## config.mk

```make
export PLATFORM = sky130hd
export DESIGN_NAME = tdpt_divider
export DESIGN_NICKNAME = d
export VERILOG_FILES = /design/src/sv/tdpt_pkg.sv /design/src/sv/tdpt_divider.sv
export SDC_FILE = /design/constraint.sdc
export NUM_CORES = 1
export LEC_CHECK = 0
export BUFFER_PORTS_ARGS = -buffer_cell sky130_fd_sc_hd__buf_4
export CELL_PAD_IN_SITES_DETAIL_PLACEMENT = 0
export CELL_PAD_IN_SITES_GLOBAL_PLACEMENT = 2
export CORE_ASPECT_RATIO = 0.8
export CORE_MARGIN = 8
export CORE_UTILIZATION = 37
export DETAILED_ROUTE_END_ITERATION = 8
export PLACE_DENSITY = 0.82
export SLEW_MARGIN = 20
export SYNTH_ARGS = -nofsm -noshare
export SYNTH_HDL_FRONTEND = slang
export SYNTH_SLANG_ARGS = --single-unit
```

## constraint.sdc

```tcl
create_clock -name clk_i -period 3.05 [get_ports clk_i]
set_input_delay 0.61 -clock clk_i [delete_from_list [all_inputs] [get_ports clk_i]]
set_output_delay 0.61 -clock clk_i [all_outputs]
set_load 0.02 [all_outputs]
```

## src/sv/tdpt_pkg.sv

```systemverilog
`default_nettype none
package tdpt_pkg;

  localparam int unsigned VALUE_BITS_DEF = 24;

  typedef struct packed {
    logic busy;
    logic done;
    logic zero;
  } div_status_t;

endpackage
`default_nettype wire

```

## src/sv/tdpt_divider.sv

```systemverilog
`default_nettype none
module tdpt_divider #(
  parameter int unsigned VALUE_BITS = tdpt_pkg::VALUE_BITS_DEF,
  parameter int unsigned DIV_BITS   = (VALUE_BITS + 1) / 2 + 1
) (
  input  wire logic                   clk_i,
  input  wire logic                   rst_ni,
  input  wire logic                   start_i,
  input  wire logic [VALUE_BITS-1:0]  dividend_i,
  input  wire logic [DIV_BITS-1:0]    divisor_i,
  output tdpt_pkg::div_status_t       status_o
);
  import tdpt_pkg::*;

  localparam int unsigned CNT_BITS = (VALUE_BITS > 1) ? $clog2(VALUE_BITS) : 1;

  logic                  busy_q, busy_d;
  logic                  done_q, done_d;
  logic [CNT_BITS-1:0]   cnt_q, cnt_d;
  logic [VALUE_BITS-1:0] dividend_q, dividend_d;
  logic [DIV_BITS-1:0]   divisor_q, divisor_d;
  logic [DIV_BITS-1:0]   rem_q, rem_d;
  logic [DIV_BITS:0]     trial;

  // One quotient bit per cycle; the remainder stays below the divisor.
  assign trial = {rem_q, dividend_q[VALUE_BITS-1]};

  always_comb begin
    busy_d     = busy_q;
    done_d     = 1'b0;
    cnt_d      = cnt_q;
    dividend_d = dividend_q;
    divisor_d  = divisor_q;
    rem_d      = rem_q;
    if (start_i) begin
      busy_d     = 1'b1;
      cnt_d      = CNT_BITS'(VALUE_BITS - 1);
      dividend_d = dividend_i;
      divisor_d  = divisor_i;
      rem_d      = '0;
    end else if (busy_q) begin
      dividend_d = {dividend_q[VALUE_BITS-2:0], 1'b0};
      if (trial >= {1'b0, divisor_q}) begin
        rem_d = DIV_BITS'(trial - {1'b0, divisor_q});
      end else begin
        rem_d = trial[DIV_BITS-1:0];
      end
      if (cnt_q == '0) begin
        busy_d = 1'b0;
        done_d = 1'b1;
      end else begin
        cnt_d = cnt_q - 1'b1;
      end
    end
  end

  always_ff @(posedge clk_i or negedge rst_ni) begin
    if (!rst_ni) begin
      busy_q <= 1'b0;
      done_q <= 1'b0;
    end else begin
      busy_q <= busy_d;
      done_q <= done_d;
    end
  end

  always_ff @(posedge clk_i) begin
    cnt_q      <= cnt_d;
    dividend_q <= dividend_d;
    divisor_q  <= divisor_d;
    rem_q      <= rem_d;
  end

  assign status_o.busy = busy_q;
  assign status_o.done = done_q;
  assign status_o.zero = (rem_q == '0);

endmodule
`default_nettype wire

```

=== Word level (Yosys, flattened, before mapping) ===
Cells that the tools add are included.

* Reduce and logical (&&, ||, !) cells: 4
* Bitwise gates (word level): 1
* Add/subtract/negate cells: 2
* $lt $le $gt $ge: 1
* Mux-type cells: 9

{| class="wikitable"
|+ Operators with widths
! kind !! count
|-
| $mux 24 || 2
|-
| $ge 14x13->1 || 1
|-
| $logic_not 13->1 || 1
|-
| $mux 13 || 1
|-
| $sub 13x13->13 || 1
|-
| $mux 1 || 6
|-
| $logic_not 5->1 || 1
|-
| $sub 5x1->5 const B || 1
|-
| $reduce_and 2->1 || 1
|-
| $reduce_bool 2->1 || 1
|-
| $not 1->1 || 1
|}

* Input port bits: 40
* Output and inout bits: 3
* Bits in registers: 57
* Word-level logic and storage cells: 23

=== Longest topological paths before layout ===
Gate-level depths: netlist (run 1).

* Depth after elaboration: 4
* Depth in mapped cells: 10
* Depth with buffers taken out: 9

=== Worst setup path before layout (run 1) ===
No wires, ideal clock.

* Kind: flip-flop to flip-flop
* Start point: register dividend_q[23]
* End point: register rem_q[6]
* Library setup time: 103 ps
* Cell stages (with the launch flop): 10
* Data arrival time: 2,324 ps
* Path slack: 623 ps
* Path buffers: 0
* Required time: 2,947 ps
* Path through: edfxtp_1 -> inv_1 -> ha_1 -> fa_1 -> nor2b_4 -> o31a_1 -> o31a_1 -> o31a_1 -> o221a_1 -> a2111oi_2

* Cells in the longest elaborated chain, start to end: 2
* Elaborated cells on any way between the ends: 3
* Classes of those cells: add/sub (1); order compare (1); mux (1)

{| class="wikitable"
|+ RTL lines
! what !! RTL line !! RTL
|-
| from (decl) || tdpt_divider.sv:20 || <nowiki>logic [VALUE_BITS-1:0] dividend_q, dividend_d;</nowiki>
|-
| from (signal assigned) || tdpt_divider.sv:69 || <nowiki>dividend_q <= dividend_d;</nowiki>
|-
| $sub 13x13->13 / $ge 14x13->1 (equally long branches) || tdpt_divider.sv:44, tdpt_divider.sv:43 ||
|-
| $mux 13 * || tdpt_divider.sv:43 || <nowiki>if (trial >= {1'b0, divisor_q}) begin</nowiki>
|-
| to (signal assigned) || tdpt_divider.sv:71 || <nowiki>rem_q <= rem_d;</nowiki>
|-
| to (decl) || tdpt_divider.sv:22 || <nowiki>logic [DIV_BITS-1:0] rem_q, rem_d;</nowiki>
|}

Mark *: on every way between the ends. The rest lies on a longest branch, timed or not.
A chain may end at the register's enable or synchronous reset.

=== Worst setup path after layout (run 1) ===
Ends and elaborated chain as after synthesis.

==> results of run 1 <==
synth_stat cells, drive strengths merged (2+ instances only):
cell    instances  area [sq um]
nand2          17         63.81
a21oi           6         30.03
a31oi           4         25.02
edfxtp         37          1111
nor3            7         35.03
o21ai          14         70.07
nor2b           4         32.53
dfrtp           2         50.05
o21a            6         45.04
nor2           25         93.84
mux2           23         259.0
buf             2         15.01
a21o            2         15.01
o41ai           3         26.28
nor4            4         25.02
clkbuf         11         41.29
a311oi          8         70.07
inv            20         75.07
o31a            3         26.28
nand3          13         65.06
xor2            2         17.52
a211o           2         17.52
a211oi          2         15.01
o31ai           2         28.78
o21bai          2         15.01
dfxtp          18         360.4
xnor2           9         78.83
ha             15         187.7
metrics by stage:
step                utilization (%)  cell area, sq um  std cells  setup WS [ns]
detailed placement            43.59              3480        421         0.3080
floorplan                         -              3055        280         0.6228
global placement              43.59              3480        421         0.3695
global route                  46.52              3714        437         0.1055
finish                        46.52              3714        437         0.2509
CTS                           46.52              3714        437         0.2778
flip-flops by register name (all words and copies together) (netlist names):
signal and count:
busy_q 1, cnt_q 5, dividend_q 24, divisor_q 13
done_q 1, rem_q 13
critical path: cells and delay by family, from the launching register on:
kind	cells	cell delay, ns
DFF	1	0.40
and+or+nand+nor	1	0.05
AOI/OAI and AO/OA	5	1.72
adders and majority gates	2	0.46
buffers and inverters	1	0.08
report_power, final:
group	internal, mW	leakage (nW)	switching [mW]
clock network	0.539	0.116	0.306
registers	0.956	0.555	0.112
logic	0.517	0.859	0.625
total	2.01	1.53	1.04
how the worst min path moves through the flow:
stage	end	from	slack, ns	depth (start not counted)
after floorplan	busy_q	rst_ni	0.31	0
after global placement	done_q	rst_ni	0.39	1
after detailed placement	busy_q	rst_ni	0.39	1
after CTS	busy_q	rst_ni	0.02	1
after global routing	busy_q	rst_ni	0.02	1
final	busy_q	rst_ni	0.04	1
layout make-up:
cell class,instances,area [sq um],share of cell area [%]
multi-input cells,190,1403,37.77
clock buffers,10,127.6,3.437
well taps,108,135.1,3.639
flip-flops and latches,57,1521,40.97
clock inverters,6,106.4,2.864
repair buffers,46,345.3,9.299
inverters,20,75.07,2.022
cells by family after synthesis:
kind of cell	synth area share, %
XOR/XNOR	3.153
AO/OA/AOI/OAI	15.11
flip-flops	49.80
AND/OR/NAND/NOR	12.04
multiplexers	8.804
adder cells (fa/ha/maj)	6.798
buffers and inverters	4.300
layer usage:
| layer | part of all wire, % | vias up | track usage, % | wire [um] |
|---|---|---|---|---|
| met1 | 50 | 1097 | 16.53 | 3426 |
| met3 | 4.9 | 7 | 4.762 | 335 |
| li1 | - | 1129 | - | - |
| met4 | 1.5 | 0 | 4.715 | 100 |
| met5 | 0 | - | 0 | 0 |
| met2 | 43 | 49 | 17.89 | 2962 |
==> summary.md, run 1 <==
| Metric | Value |
|---|---|
| Status | `finished clean` |
| Max Cap Viol | `0` |
| CP Launch Type | `flip-flop` |
| Initial Utilization | `38.28%` |
| Top FF cell, synth | `edfxtp_1` |
| Antenna-violating nets left | `0` |
| Tmin final | `2.799 ns` |
| Worst setup path endpoint | `rem_q[6]` |
| Die area | `11440 sq um` |
| DRT Pass-1 Iters | `4` |
| Worst rel slew slack | `50.44%` |
| Setup CP Type | `reg -> reg` |
| CP Capture Type | `flip-flop` |
| Pwr/cell area | `about 820 nW/um^2` |
| Worst path required time | `3.30 ns` |
| Vias per std cell | `around 5.2` |
| Top Ports | `43` |
| Clk_lat worst skew | `0.34 ns` |
| Worst vdd ir | `0.3440 mV` |
| Post_cts resized | `0` |
| CTS Root Cell | `clkbuf_8` |
| Sequential share of the synthesized area | `49.80%` |
| Core ar. | `between 7000 and 8000 sq um` |
| Antenna violations before repair | `0` |
| Number of fill cells | `761` |
| Async set-reset flop share out of synthesis | `3.509%` |
| DR vias | `2282` |
| RSZ-0062 raised after global routing | `false` |
| Hold_buf cts | `0` |
| R2R setup slack | `0.25 ns` |
| TritonCTS Buffers | `9` |
| Final-report hold violation count | `0` |
| Cells after Synth | `280` |
| Die Wd | `approximately 120 um` |
| Setup Skew | `0.01313 ns` |
| CP most frequent cell | `o31a_1` |
| Largest net degree at the start of global routing | `33` |
| Syn Std Cell Area | `~3100 sq um` |
| Total gr overflow | `0` |
| 1st-iter DRT viols | `167` |
| FF-to-FF path depth | `9` |
| Most frequent cells in the layout | `46 x buf_4, 37 x edfxtp_1, 25 x nor2_1, 23 x mux2_2, 20 x inv_1` |
| Pins over their slew limit | `0` |
| #FFs+latches synth | `57` |
| Final net count | `380` |
| Most common cell after layout, fill and taps aside | `buf_4` |
| Synth cell types | `47` |
| Final worst-path cycle share | `91.77%` |
| CP Data Arrival Time | `3.05 ns` |
| Overall power | `3.054 mW` |
| Final setup fails | `0` |
| Setup tns final | `0 ns` |
| Worst-path clk slew | `0.07 ns` |
| # Post-CTS Setup Buffers | `0` |
| Crit. Startpoint | `dividend_q[23]` |
| Critical Path Slowest Stage Cell | `o31a_1` |
| Die height | `~100 um` |
| Hold Slack | `approximately 0.043 ns` |
| Global-route wire length before repair | `approximately 11000 um` |
| Drt total wl | `6825 um` |
| Number of remaining DRC errors | `0` |
| Post-synth EDFFs | `37` |
| Clk buf depth | `2` |
| YS warnings | `0` |
| GRT Total Usage | `12.47%` |
| Post-synthesis average cell area | `~11 sq um` |
| Clock sink count | `57` |
| Fmax | `around 0.36 GHz` |
| Final RePlAce weighted congestion | `0.7638` |
| RR Endpoint | `rem_q[6]` |
| IO Port Bufs | `42` |
| Vias in the first global route | `2342` |
| Hold Crit Class | `in -> async` |
| Antenna diode count | `0` |
| Worst Path Max Fanout | `13` |
| Layout cells sized above 1 | `26.44%` |
| Routed length per placed instance | `15.62 um` |
| Synthesized Nets | `336` |
| Std-Cell Rows | `29` |
| H-Tree Depth | `3` |
| CTS tree | `yes` |
| Crit Reg-Reg Startpoint | `dividend_q[23]` |
| Worst-path cell chain | `inv_1 -> ha_1 -> fa_1 -> nor2b_4 -> o31a_1 -> o31a_1 -> o31a_1 -> o221a_1 -> a2111oi_2` |
| Synth-to-layout area growth | `21.54%` |
| Worst Tran Pin Value | `~0.74 ns` |
| Leak Pwr | `1.529 nW` |
| Max incr delay on CP | `just under 0.5 ns` |
| Final HPWL from detailed placement | `4808 um` |
Note: power is estimated with default switching activity, not from simulation.
==> run 2: changes to the inputs <==
- CORE_UTILIZATION: 37 -> 34
- PLACE_DENSITY: 0.82 -> 0.79
- RECOVER_POWER: default -> 25
- clock period: 3.05 -> 2.4 ns (I/O delays scaled with it)
==> run 2 against run 1 <==
The flow now finishes with violations (setup timing). Utilization is 1.3 points lower. First-iteration DRC count fell by 9.6%. Non-clock buffer count rose by 23. Power increased by 39%. Global-route usage increased by 0.23 points. Flip-flop and latch count did not move. Die area rose by 7.5%. Critical endpoint unchanged.
==> summary.md, run 2 (synthesis gave the netlist of run 1 again) <==
| Metric | Value |
|---|---|
| GRT Total Usage | `12.71% (+0.23 points)` |
| Die height | `100.8 um (+3.6%)` |
| Failing checks | `setup timing` |
| Final RePlAce weighted congestion | `0.7859 (+2.9%)` |
| Worst vdd ir | `0.4399 mV (+28%)` |
| CTS tree | `yes` |
| RSZ-0062 raised after global routing | `true` |
| Fin cells | `467 (+6.9%)` |
| Number of remaining DRC errors | `0 (unchanged)` |
| CP Data Arrival Time | `2.64 ns (-0.41 ns)` |
| Synth-to-layout area growth | `31.33%` |
| Final-report hold violation count | `0 (unchanged)` |
| Most common cell after layout, fill and taps aside | `buf_4` |
| CTS Root Cell | `clkbuf_8` |
| Vias in the first global route | `2391 (+2.1%)` |
| Min-delay src | `divisor_i[9]` |
| Worst Path Max Fanout | `3 (-10)` |
| Most frequent cells in the layout | `49 x buf_4, 37 x edfxtp_1, 25 x nor2_1, 23 x mux2_2, 20 x inv_1` |
| Dpl ws | `-0.1098 ns (-0.4177 ns)` |
| Setup Skew | `0.008582 ns (-0.004551 ns)` |
| TritonCTS Buffers | `9 (unchanged)` |
| IO Port Bufs | `42 (unchanged)` |
| Global-route wire length before repair | `12070 um (+5.1%)` |
| Crit Reg-Reg Startpoint | `dividend_q[23]` |
| Final core occ | `45.18% (-1.3 points)` |
| Top Ports | `43 (unchanged)` |
| Tmin final | `2.404 ns (-0.3947 ns)` |
| DR vias | `2346 (+2.8%)` |
| Status | `finished with violations` |
| Largest register FFs | `24 (unchanged)` |
| Core ar. | `8882 sq um (+11%)` |
| Antenna diode count | `0 (unchanged)` |
| Worst rel slew slack | `74.55% (+24 points)` |
| Routed length per placed instance | `15.93 um (+2.0%)` |
| Largest net degree at the start of global routing | `55 (+67%)` |
| Final net count | `403 (+6.1%)` |
| Hold Crit Class | `in -> reg` |
| Pins over their slew limit | `0 (unchanged)` |
| Pwr/cell area | `1059 nW/um^2 (+29%)` |
| Leak Pwr | `1.673 nW (+9.4%)` |
| Clk buf depth | `2 (unchanged)` |
| CP Capture Type | `flip-flop` |
| DRT Pass-1 Iters | `4 (unchanged)` |
| 1st-iter DRT viols | `151 (-9.6%)` |
| Crit. Startpoint | `dividend_q[23]` |
| Layout cells sized above 1 | `35.51% (+9.1 points)` |
| Antenna-violating nets left | `0 (unchanged)` |
| Final HPWL from detailed placement | `5201 um (+8.2%)` |
| Fmax | `0.4159 GHz (+16%)` |
| Drt total wl | `7441 um (+9.0%)` |
| Worst path required time | `2.64 ns (-0.66 ns)` |
| Dpl cells | `446 (+5.9%)` |
| Worst-path clk slew | `0.07 ns (about the same)` |
| Fin worst setup slack | `-0.004310 ns (-0.2553 ns)` |
| Total gr overflow | `0 (unchanged)` |
| Initial Utilization | `34.40% (-3.9 points)` |
| Worst Tran Pin Value | `0.3814 ns (-0.3558 ns)` |
| Die Wd | `122.0 um (+3.7%)` |
| Antenna violations before repair | `0 (unchanged)` |
| Overall power | `4.249 mW (+39%)` |
| Top reg by flops | `dividend_q` |
| H-Tree Depth | `3 (unchanged)` |
| Std-Cell Rows | `31 (+6.9%)` |
| Die area | `12290 sq um (+7.5%)` |
| Setup CP Type | `reg -> reg` |
| CP Launch Type | `flip-flop` |
| Vias per std cell | `5.024 (-3.8%)` |
| Largest registers | `dividend_q (24), divisor_q (13), rem_q (13)` |
| Clock sink count | `57 (unchanged)` |
| Final setup fails | `1 (+1)` |
| Setup tns final | `-0.004310 ns (-0.004310 ns)` |
| Max Cap Viol | `0 (unchanged)` |
| Final worst-path cycle share | `100.2% (+8.4 points)` |
| Clk_lat worst skew | `0.35 ns (about the same)` |
[run 2: changes by cell type in the layout (fill, tap and decap cells not counted), sizes merged]
cell,delta
buf,+7
dlygate4sd3,+1
clkinvlp,+1
clkbuf,+14
[run 2: report_power, final]
part	total, mW	internal (mW)	switching, mW	leakage [nW]
clock	1.12	0.689	0.429	0.117
combinational	1.78	0.853	0.929	1.00
sequential	1.35	1.21	0.135	0.555
total	4.25	2.76	1.49	1.67
[run 2: cell type report]
type,count,area (sq um)
clock buffer,9,123.9
inverter,20,75.07
fill,859,4870
multi-input combinational,190,1493
timing repair buffer,69,536.8
tap,115,143.9
sequential,57,1521
clock inverter,7,118.9
[run 2: stage by stage]
step                      cell area, sq um  hold WS (ns)
after floorplan                       3058        0.1844
after global placement                3638        0.2623
after detailed placement              3638        0.2665
after CTS                             3960        0.2836
after global routing                  4013        0.3112
final                                 4013        0.3275
[run 2: per-layer routing]
metal	vias up	wire length (um)	GRT usage (%)
met3	11	383	3.583
met1	1106	3632	16.98
met4	0	148	6.906
li1	1174	-	-
met2	55	3276	18.04
met5	-	0	0
[run 2: worst paths after layout]
kind                           endpoint  slack (ns)  cells after the start
max                            rem_q[6]      -0.004                      9
min                        divisor_q[9]        0.33                      1
max reg2reg                    rem_q[6]      -0.004                      9
min reg2reg                    cnt_q[4]        0.49                      1
max in group asynchronous        busy_q        1.81                      2
min in group asynchronous        done_q        0.46                      2
[run 2: timing repair]
| action | 4_1_cts | 5_1_grt |
|---|---|---|
| hold endpoints to repair | 2 | 0 |
| hold buffers | 1 | 0 |
| setup endpoints to repair | 10 | 13 |
| gates resized for setup | 13 | 13 |
| buffers inserted | 2 | 2 |
| pin swaps | 7 | 6 |
[run 2: critical path, cell delays in order, from the launching register on]
cell,delay [ns]
edfxtp_1,0.39
inv_1,0.07
ha_2,0.18
fa_2,0.23
nor2b_4,0.04
o31a_1,0.25
o31a_1,0.30
o31a_1,0.36
o221a_1,0.27
a2111oi_2,0.20
==> run 3: changes to the inputs <==
- ABC_CLOCK_PERIOD_IN_PS: default -> 2610
- CORE_UTILIZATION: 34 -> 37
- PLACE_DENSITY: 0.79 -> 0.82
- clock period: 2.4 -> 2.61 ns (I/O delays scaled with it)
==> run 3 against run 2 <==
The flow now finishes without violations. Wire length is 9.9% lower. Largest power group unchanged. Utilization is 2.8 points higher. Sequential share of layout area is 1.8 points higher. Combinational power fell by 20%. Non-clock buffer count fell by 12. First-iteration DRC count grew 15%. Largest cell class unchanged. Power down 14%. Cell count decreased by 4.1%. Sequential power fell by 7%.
==> summary.md, run 3 (synthesis gave the netlist of run 1 again) <==
| Metric | Value |
|---|---|
| Final setup fails | `0 (-1)` |
| Setup Skew | `0.009360 ns (+0.0007783 ns)` |
| Routed length per placed instance | `14.97 um (-6.0%)` |
| Antenna diode count | `0 (unchanged)` |
| RSZ-0062 raised after global routing | `true` |
| Cell Area, Placed | `3525 sq um (-3.1%)` |
| Worst Tran Pin Value | `0.7214 ns (+0.3400 ns)` |
| Vias in the first global route | `2331 (-2.5%)` |
| Final HPWL from detailed placement | `4868 um (-6.4%)` |
| CP most frequent cell | `o31a_1` |
| CTS Root Cell | `clkbuf_8` |
| Top Ports | `43 (unchanged)` |
| Fmax | `0.4013 GHz (-3.5%)` |
| DR vias | `2301 (-1.9%)` |
| Critical Path Slowest Stage Cell | `edfxtp_1` |
| Std-Cell Rows | `29 (-6.5%)` |
| Core ar. | `7983 sq um (-10%)` |
| Setup CP Type | `reg -> reg` |
| Clock sink count | `57 (unchanged)` |
| Most common cell after layout, fill and taps aside | `buf_4` |
| Final-report hold violation count | `0 (unchanged)` |
| Worst path required time | `2.90 ns (+0.26 ns)` |
| Number of remaining DRC errors | `0 (unchanged)` |
| Tmin final | `2.492 ns (+0.08789 ns)` |
| Drt total wl | `6707 um (-9.9%)` |
| Dpl ws | `0.03735 ns (+0.1471 ns)` |
| Synth-to-layout area growth | `25.47%` |
| Vias per std cell | `5.136 (+2.2%)` |
| Fin worst setup slack | `0.1178 ns (+0.1221 ns)` |
| Top reg by flops | `dividend_q` |
| Worst-path cell chain | `inv_2 -> ha_4 -> fa_2 -> nor2b_4 -> o31a_1 -> o31a_1 -> o31a_1 -> buf_4 -> o41ai_2 -> a31o_2` |
| Max incr delay on CP | `0.41 ns (+0.02 ns)` |
| Clk_lat worst skew | `0.34 ns (about the same)` |
| Total gr overflow | `0 (unchanged)` |
| GRT Total Usage | `12.39% (-0.32 points)` |
| IO Port Bufs | `42 (unchanged)` |
| 1st-iter DRT viols | `173 (+15%)` |
| Global-route wire length before repair | `11470 um (-4.9%)` |
| Final net count | `391 (-3.0%)` |
| Initial Utilization | `38.28% (+3.9 points)` |
| Worst vdd ir | `0.5742 mV (+31%)` |
| CP Data Arrival Time | `2.78 ns (+0.14 ns)` |
| Design area | `3834 sq um (-4.5%)` |
| Most frequent cells in the layout | `42 x buf_4, 37 x edfxtp_1, 25 x nor2_1, 23 x mux2_2, 19 x inv_1` |
| Pwr/cell area | `952.4 nW/um^2 (-10%)` |
| Antenna violations before repair | `0 (unchanged)` |
| Worst-path clk slew | `0.07 ns (about the same)` |
| Largest registers | `dividend_q (24), divisor_q (13), rem_q (13)` |
| H-Tree Depth | `3 (unchanged)` |
| Die height | `97.28 um (-3.5%)` |
| Hold Crit Class | `in -> reg` |
| Final worst-path cycle share | `95.49% (-4.7 points)` |
| Leak Pwr | `1.589 nW (-5.0%)` |
| TritonCTS Buffers | `9 (unchanged)` |
| CTS tree | `yes` |
| Final RePlAce weighted congestion | `0.7437 (-5.4%)` |
| CP Launch Type | `flip-flop` |
| Die area | `11440 sq um (-7.0%)` |
| Status | `finished clean` |
| Pins over their slew limit | `0 (unchanged)` |
| Antenna-violating nets left | `0 (unchanged)` |
| Largest register FFs | `24 (unchanged)` |
| Max Cap Viol | `0 (unchanged)` |
| Clk buf depth | `2 (unchanged)` |
| Worst rel slew slack | `51.50% (-23 points)` |
| DRT Pass-1 Iters | `4 (unchanged)` |
| Die Wd | `117.6 um (-3.6%)` |
| Largest net degree at the start of global routing | `32 (-42%)` |
| Layout cells sized above 1 | `30.00% (-5.5 points)` |
| Worst Path Max Fanout | `7 (+4)` |
| CP Capture Type | `flip-flop` |
## run 3: cell count changes in the layout (fill, tap and decap cells not counted), sizes merged
cell / before / now
clkbuf: 24 / 27
clkinv: 3 / 0
buf: 53 / 42
clkinvlp: 1 / 0
## run 3: metrics by stage
stage                TNS, ns  instances  total power [mW]  util (%)  hold WS (ns)
CTS                        0        444             3.634     47.15        0.3297
detailed placement         0        427             2.630     44.15        0.3048
global route        -0.08666        448             3.912     48.03        0.3478
floorplan                  0        280             2.209         -        0.2264
global placement           0        427             2.638     44.15        0.3044
finish                     0        448             3.651     48.03        0.3777
## run 3: final cells by class
| type | count | area [sq um] |
|---|---|---|
| fillers | 763 | 4149 |
| clock buffers | 13 | 138.9 |
| flip-flops and latches | 57 | 1521 |
| inverters | 20 | 75.07 |
| multi-input cells | 190 | 1446 |
| clock inverters | 3 | 90.09 |
| repair buffers | 57 | 426.7 |
| well taps | 108 | 135.1 |
## run 3: critical path: cells and delay by family (launching register included)
family          cells  cell delay (ns)
flops               1             0.41
fa+ha+maj           2             0.37
simple gates        1             0.05
buf+inv             2             0.27
compound gates      5             1.35
## run 3: worst paths after layout
| check | start | end | slack [ns] | cells after the start |
|---|---|---|---|---|
| setup / recovery | dividend_q[23] | rem_q[11] | 0.12 | 10 |
| hold / removal | divisor_i[8] | divisor_q[8] | 0.38 | 1 |
| setup reg to reg | dividend_q[23] | rem_q[11] | 0.12 | 10 |
| hold reg to reg | cnt_q[4] | cnt_q[4] | 0.50 | 1 |
| max in group asynchronous | rst_ni | done_q | 2.00 | 2 |
| min in group asynchronous | rst_ni | busy_q | 0.50 | 2 |
## run 3: power breakdown
part | internal, mW | switching (mW) | total, mW
clock | 0.636 | 0.336 | 0.972
combinational | 0.666 | 0.766 | 1.43
sequential | 1.12 | 0.130 | 1.25
## run 3: timing repair
| item | 4_1_cts | 5_1_grt |
|---|---|---|
| hold buffers | 1 | 0 |
| buffers inserted | 0 | 4 |
| endpoints found under the setup margin | 0 | 13 |
| hold endpoints to repair | 2 | 0 |
| resized for setup | 0 | 8 |
## run 3: per-layer routing
layer  track usage, %  part of all wire, %  up-vias  wire length [um]
met2            17.32                   43       55              2904
met1            16.37                   50     1082              3366
met4            5.599                  1.4        0                91
met5                0                    0        -                 0
met3            4.878                  5.1        8               344
li1                 -                    -     1156                 -
